==> config.mk <==
export PLATFORM = sky130hd
export DESIGN_NAME = skht_ctrl
export DESIGN_NICKNAME = d
export VERILOG_FILES = /design/src/design/skht_pkg.sv /design/src/design/skht_ctrl.sv
export SDC_FILE = /design/constraint.sdc
export NUM_CORES = 1
export LEC_CHECK = 0
export BUFFER_PORTS_ARGS = -buffer_cell sky130_fd_sc_hd__buf_2
export CORE_UTILIZATION = 55
export CTS_CLUSTER_DIAMETER = 200
export CTS_CLUSTER_SIZE = 30
export DETAILED_ROUTE_END_ITERATION = 10
export GPL_TIMING_DRIVEN = 1
export HOLD_SLACK_MARGIN = 0.03
export PLACE_DENSITY = 0.81
export SLEW_MARGIN = 10
export SYNTH_ARGS = -nofsm -noshare
export SYNTH_HDL_FRONTEND = slang
export SYNTH_SLANG_ARGS = --single-unit
==> constraint.sdc <==
create_clock -name clk -period 2.4 [get_ports clk]
set_clock_uncertainty 0.1 [all_clocks]
set_input_delay 0.36 -clock clk [delete_from_list [all_inputs] [get_ports clk]]
set_output_delay 0.36 -clock clk [all_outputs]
set_load 0.03 [all_outputs]
==> src/design/skht_pkg.sv <==
// Package for the string-key hash table: field widths, operation codes and
// the command/status structs passed between the controller and datapath.
// No dependencies.
package skht_pkg;

    // Fixed field widths
    localparam int OP_W   = 2;
    localparam int KEY_W  = 64;
    localparam int VAL_W  = 32;
    localparam int CAP_W  = 9;
    localparam int CNT_W  = 9;
    localparam int HASH_W = 32;

    // Stream payload widths (byte aligned)
    localparam int IN_TDATA_W  = 96;
    localparam int OUT_TDATA_W = 48;

    // Configuration port
    localparam int PADDR_W = 3;
    localparam int PDATA_W = 32;

    // Operation codes
    localparam logic [OP_W-1:0] OP_LOOKUP = 2'd0;
    localparam logic [OP_W-1:0] OP_INSERT = 2'd1;
    localparam logic [OP_W-1:0] OP_REMOVE = 2'd2;

    // Controller to datapath commands
    typedef struct packed {
        logic clear;     // write an empty row at the sweep address
        logic load;      // capture a new input beat
        logic hash_step; // fold one key byte into the hash
        logic div_step;  // one restoring division step
        logic rd_en;     // read the addressed slot
        logic update;    // read-modify-write of the slot
        logic out_load;  // move the result into the output register
    } dp_cmd_t;

    // Datapath to controller status
    typedef struct packed {
        logic top_zero;   // current key byte is the terminator
        logic clear_last; // sweep is at the last slot
    } dp_status_t;

endpackage

==> src/design/skht_ctrl.sv <==
// Controller of the string-key hash table: sequences the clearing sweep,
// hashing, modulo, slot read-modify-write and the output handshake.
// Depends on skht_pkg.
module skht_ctrl #(
    parameter int KEY_BYTES = 8
) (
    input  logic                  clk,
    input  logic                  rst_n,
    input  logic                  s_tvalid,
    output logic                  s_tready,
    output logic                  m_tvalid,
    input  logic                  m_tready,
    input  skht_pkg::dp_status_t  status,
    output skht_pkg::dp_cmd_t     cmd
);
    import skht_pkg::*;

    localparam int BYTE_CNT_W = (KEY_BYTES > 1) ? $clog2(KEY_BYTES) : 1;
    localparam int BIT_CNT_W  = $clog2(HASH_W);

    typedef enum logic [6:0] {
        ST_CLEAR  = 7'b0000001,
        ST_IDLE   = 7'b0000010,
        ST_HASH   = 7'b0000100,
        ST_MOD    = 7'b0001000,
        ST_READ   = 7'b0010000,
        ST_UPDATE = 7'b0100000,
        ST_OUT    = 7'b1000000
    } state_t;

    state_t                 state_reg;
    state_t                 state_next;
    logic [BYTE_CNT_W-1:0]  byte_cnt_reg;
    logic [BYTE_CNT_W-1:0]  byte_cnt_next;
    logic [BIT_CNT_W-1:0]   bit_cnt_reg;
    logic [BIT_CNT_W-1:0]   bit_cnt_next;
    logic                   m_tvalid_reg;
    logic                   m_tvalid_next;
    logic                   out_free;

    assign out_free = !m_tvalid_reg || m_tready;
    assign s_tready = (state_reg == ST_IDLE);
    assign m_tvalid = m_tvalid_reg;

    // Next state and commands
    always_comb
    begin
        state_next    = state_reg;
        byte_cnt_next = byte_cnt_reg;
        bit_cnt_next  = bit_cnt_reg;
        cmd           = '0;
        case (state_reg)
            ST_CLEAR:
            begin
                cmd.clear = 1'b1;
                if (status.clear_last)
                    state_next = ST_IDLE;
            end
            ST_IDLE:
            begin
                if (s_tvalid)
                begin
                    cmd.load      = 1'b1;
                    byte_cnt_next = '0;
                    state_next    = ST_HASH;
                end
            end
            ST_HASH:
            begin
                bit_cnt_next = '0;
                if (status.top_zero)
                    state_next = ST_MOD;
                else
                begin
                    cmd.hash_step = 1'b1;
                    byte_cnt_next = byte_cnt_reg + BYTE_CNT_W'(1);
                    if (byte_cnt_reg == BYTE_CNT_W'(KEY_BYTES - 1))
                        state_next = ST_MOD;
                end
            end
            ST_MOD:
            begin
                cmd.div_step = 1'b1;
                bit_cnt_next = bit_cnt_reg + BIT_CNT_W'(1);
                if (bit_cnt_reg == BIT_CNT_W'(HASH_W - 1))
                    state_next = ST_READ;
            end
            ST_READ:
            begin
                cmd.rd_en  = 1'b1;
                state_next = ST_UPDATE;
            end
            ST_UPDATE:
            begin
                cmd.update = 1'b1;
                state_next = ST_OUT;
            end
            ST_OUT:
            begin
                if (out_free)
                begin
                    cmd.out_load = 1'b1;
                    state_next   = ST_IDLE;
                end
            end
            default:
            begin
                state_next = ST_CLEAR;
            end
        endcase
    end

    // Output valid: set on load, cleared when the beat is taken
    always_comb
    begin
        if (cmd.out_load)
            m_tvalid_next = 1'b1;
        else if (m_tready)
            m_tvalid_next = 1'b0;
        else
            m_tvalid_next = m_tvalid_reg;
    end

    // State registers
    always_ff @(posedge clk or negedge rst_n)
    begin
        if (!rst_n)
        begin
            state_reg    <= ST_CLEAR;
            byte_cnt_reg <= '0;
            bit_cnt_reg  <= '0;
            m_tvalid_reg <= 1'b0;
        end
        else
        begin
            state_reg    <= state_next;
            byte_cnt_reg <= byte_cnt_next;
            bit_cnt_reg  <= bit_cnt_next;
            m_tvalid_reg <= m_tvalid_next;
        end
    end

endmodule

==> metrics.csv <==
stage;metric;value;unit
outcome;status;finished, final reports clean;
setup_path;arrival;1890;ps
timing;finalCriticalPeriod;2350;ps
cells_and_area;drive_gt1_share;31.0;%
cells_and_area;multi_input_area;552;um2
place;io_buffers;14;
cells_and_area;fillers;127;
power;power_density;888;nW/um2
setup_path;critical_path_required;1940;ps
synth;synth_edf_count;0;
synth;yosys_most_used_dff;dfrtp_1;
cells_and_area;design_area;1190;um2
global_routing;grt_max_degree;24;
floorplan;die_w;44.7;um
synth;ys_ff_latch;16;
drt;via_count;890;
global_routing;grtUsageTotal;23.4;%
synth;synth_top_area_share;37.5;%
synth;synth.area.top_cells;dfrtp_1 37%, ha_1 5.0%, nor2_1 4.5%;
setup_path;critPathKind;reg -> out;
floorplan;core_region_area;1710;um2
clock_network;cts_tree;yes;
timing;finalHoldViolations;0;
cells_and_area;regArea;402;um2
floorplan;die_h;44.7;um
power;p_switching;0.420;mW
drt;dr.first_iter.drc_count;21;
synth;ys_types;42;
timing;fmax;425;MHz
power;vdd_drop_max;0.473;mV
drt;vias_per_cell;5.89;
place;place_hpwl;1440;um
setup_path;cp-end-kind;output pin;
synth;syn_area;1000;um2
clock_network;cts.clk_slew.worst_paths;100;ps
floorplan;start_util;58.7;%
synth;synthTopCellsByCount;15 x dfrtp_1, 12 x nor2_1, 6 x nand2_1;
timing;grt_setup_unrepaired;yes;
place;dpl.cell_count;141;
synth;syn_inst;108;
synth;ys_seq_area_share;40.1;%
clock_network;clock_latency;280;ps
power;pwr-share-clk;16.4;%
cells_and_area;layout.cells.non_filler;151;
clock_network;cts_sinks;16;
timing;post-route-period-util;98.0;%
global_routing;grt_pass1_wl;3430;um
job;maxCapViolCount;0;
clock_network;cts_buffer_depth;2;
clock_network;htree_levels;1;
timing;timing.hold.ws;196;ps
place;dp_worst_setup_slack;124;ps
timing;setup_viol;0;
timing;maxSlewHeadroom;75.1;%
synth;async_reset_ff_share;100;%
power;switching_share;39.7;%
global_routing;grt_pass1_vias;829;
power;p_int;0.639;mW
global_routing;antenna_found_initial;0;
timing;tightest_slew;369;ps
power;comb_power_share;48.3;%
power;p_seq_share;35.3;%
synth;syn_avg_cell_area;9.28;um2
drt;drt-pass1-iter-count;4;
worst_hold_path;hold_path.class;in -> reg;
timing;fin_ws;48.0;ps
timing;tns;0;ps
place;place_area;1080;um2
synth;yosysMostFrequentCell;dfrtp_1;
floorplan;fp.dieArea;2000;um2
cells_and_area;antenna_cells;0;
clock_network;cts_inserted_buffers;3;
drt;post_drt_wl_per_cell;14.1;um
clock_network;clockRootBuffer;clkbuf_4;
cells_and_area;fin_nets;137;
synth;syn-num-nets;118;
place;gp_congestion;0.850;
cells_and_area;layout-area-overhead-vs-synth;19.0;%
drt;final_antenna_net_count;0;
cells_and_area;fin_util;69.8;%
power;power;1.06;mW
global_routing;overflow;0;
cells_and_area;largest_reg_flops;7;
timing;slew_violations;0;
synth;yosysWarnings;0;
floorplan;io_pins;15;
drt;remaining_drc_errors;0;
setup_path;start_kind;flop;
setup_path;crit_fanout;5;
power;leakagePower;0.583;nW
drt;routed_wl;2130;um
synth;synth.largest_area_cell;dfrtp_1;
floorplan;core.rowCount;15;
[routing by layer]
layer / part of all wire (%) / track usage, % / vias up
met5: 0 / 0 / -
met4: 0.56 / 6.06 / 0
met3: 3.7 / 2.86 / 2
met2: 52 / 43.5 / 24
met1: 43 / 28.3 / 429
li1: - / - / 435
[final timing paths]
check / slack [ps] / from / end / cells past startpoint
setup / recovery: 50 / state_reg[5] / cmd[3] / 5
hold / removal: 200 / s_tvalid / state_reg[1] / 2
setup reg to reg: 130 / state_reg[5] / bit_cnt_reg[2] / 6
hold reg to reg: 420 / byte_cnt_reg[2] / byte_cnt_reg[2] / 1
max in group asynchronous: 1470 / rst_n / state_reg[0] / 2
min in group asynchronous: 430 / rst_n / bit_cnt_reg[4] / 2
[critical path: stages (launching register included)]
cell and delay, ps:
dfrtp_1 430, or4_4 570, or2_4 270, nor2_4 80, and2_4 140, buf_6 120
[cells in the final DEF (no fill, tap or decap), types with 4 or more instances in the layout]
master   instances
ha_1             4
nor3_1           4
nand3_1          5
nor2b_1          4
nor2_1          11
inv_1            4
dfrtp_1         15
buf_2           12
nand2_1          6
buf_4           10
[cells by family after synthesis]
family,after synthesis,synth area share [%]
AO/OA/AOI/OAI,21,15.5
XOR/XNOR,1,0.874
adder cells (fa/ha/maj),5,6.12
buffers and inverters,14,7.99
flip-flops,16,40.1
multiplexers,2,2.12
AND/OR/NAND/NOR,49,27.3
[repair_timing]
| action | CTS | global route |
|---|---|---|
| hold endpoints to repair | 15 | 0 |
| buffers inserted | 3 | 2 |
| gates resized for setup | 2 | 6 |
| setup endpoints to repair | 1 | 4 |
| hold buffers | 1 | 0 |
| pin swaps | 2 | 2 |
[cell type report]
cell class	instances	area share [%]
timing repair buffer	24	13.1
sequential	16	33.7
clock buffer	4	3.04
tap	25	2.62
multi-input combinational	78	46.3
inverter	4	1.26
[power groups by stage]
stage | registers (mW) | logic [mW] | clock network [mW]
finish | 0.373 | 0.511 | 0.174
global route | 0.379 | 0.569 | 0.195
CTS | 0.369 | 0.477 | 0.183
detailed placement | 0.374 | 0.425 | 0
global placement | 0.372 | 0.409 | 0
floorplan | 0.362 | 0.372 | 0
(Power assumes the default switching activity.)
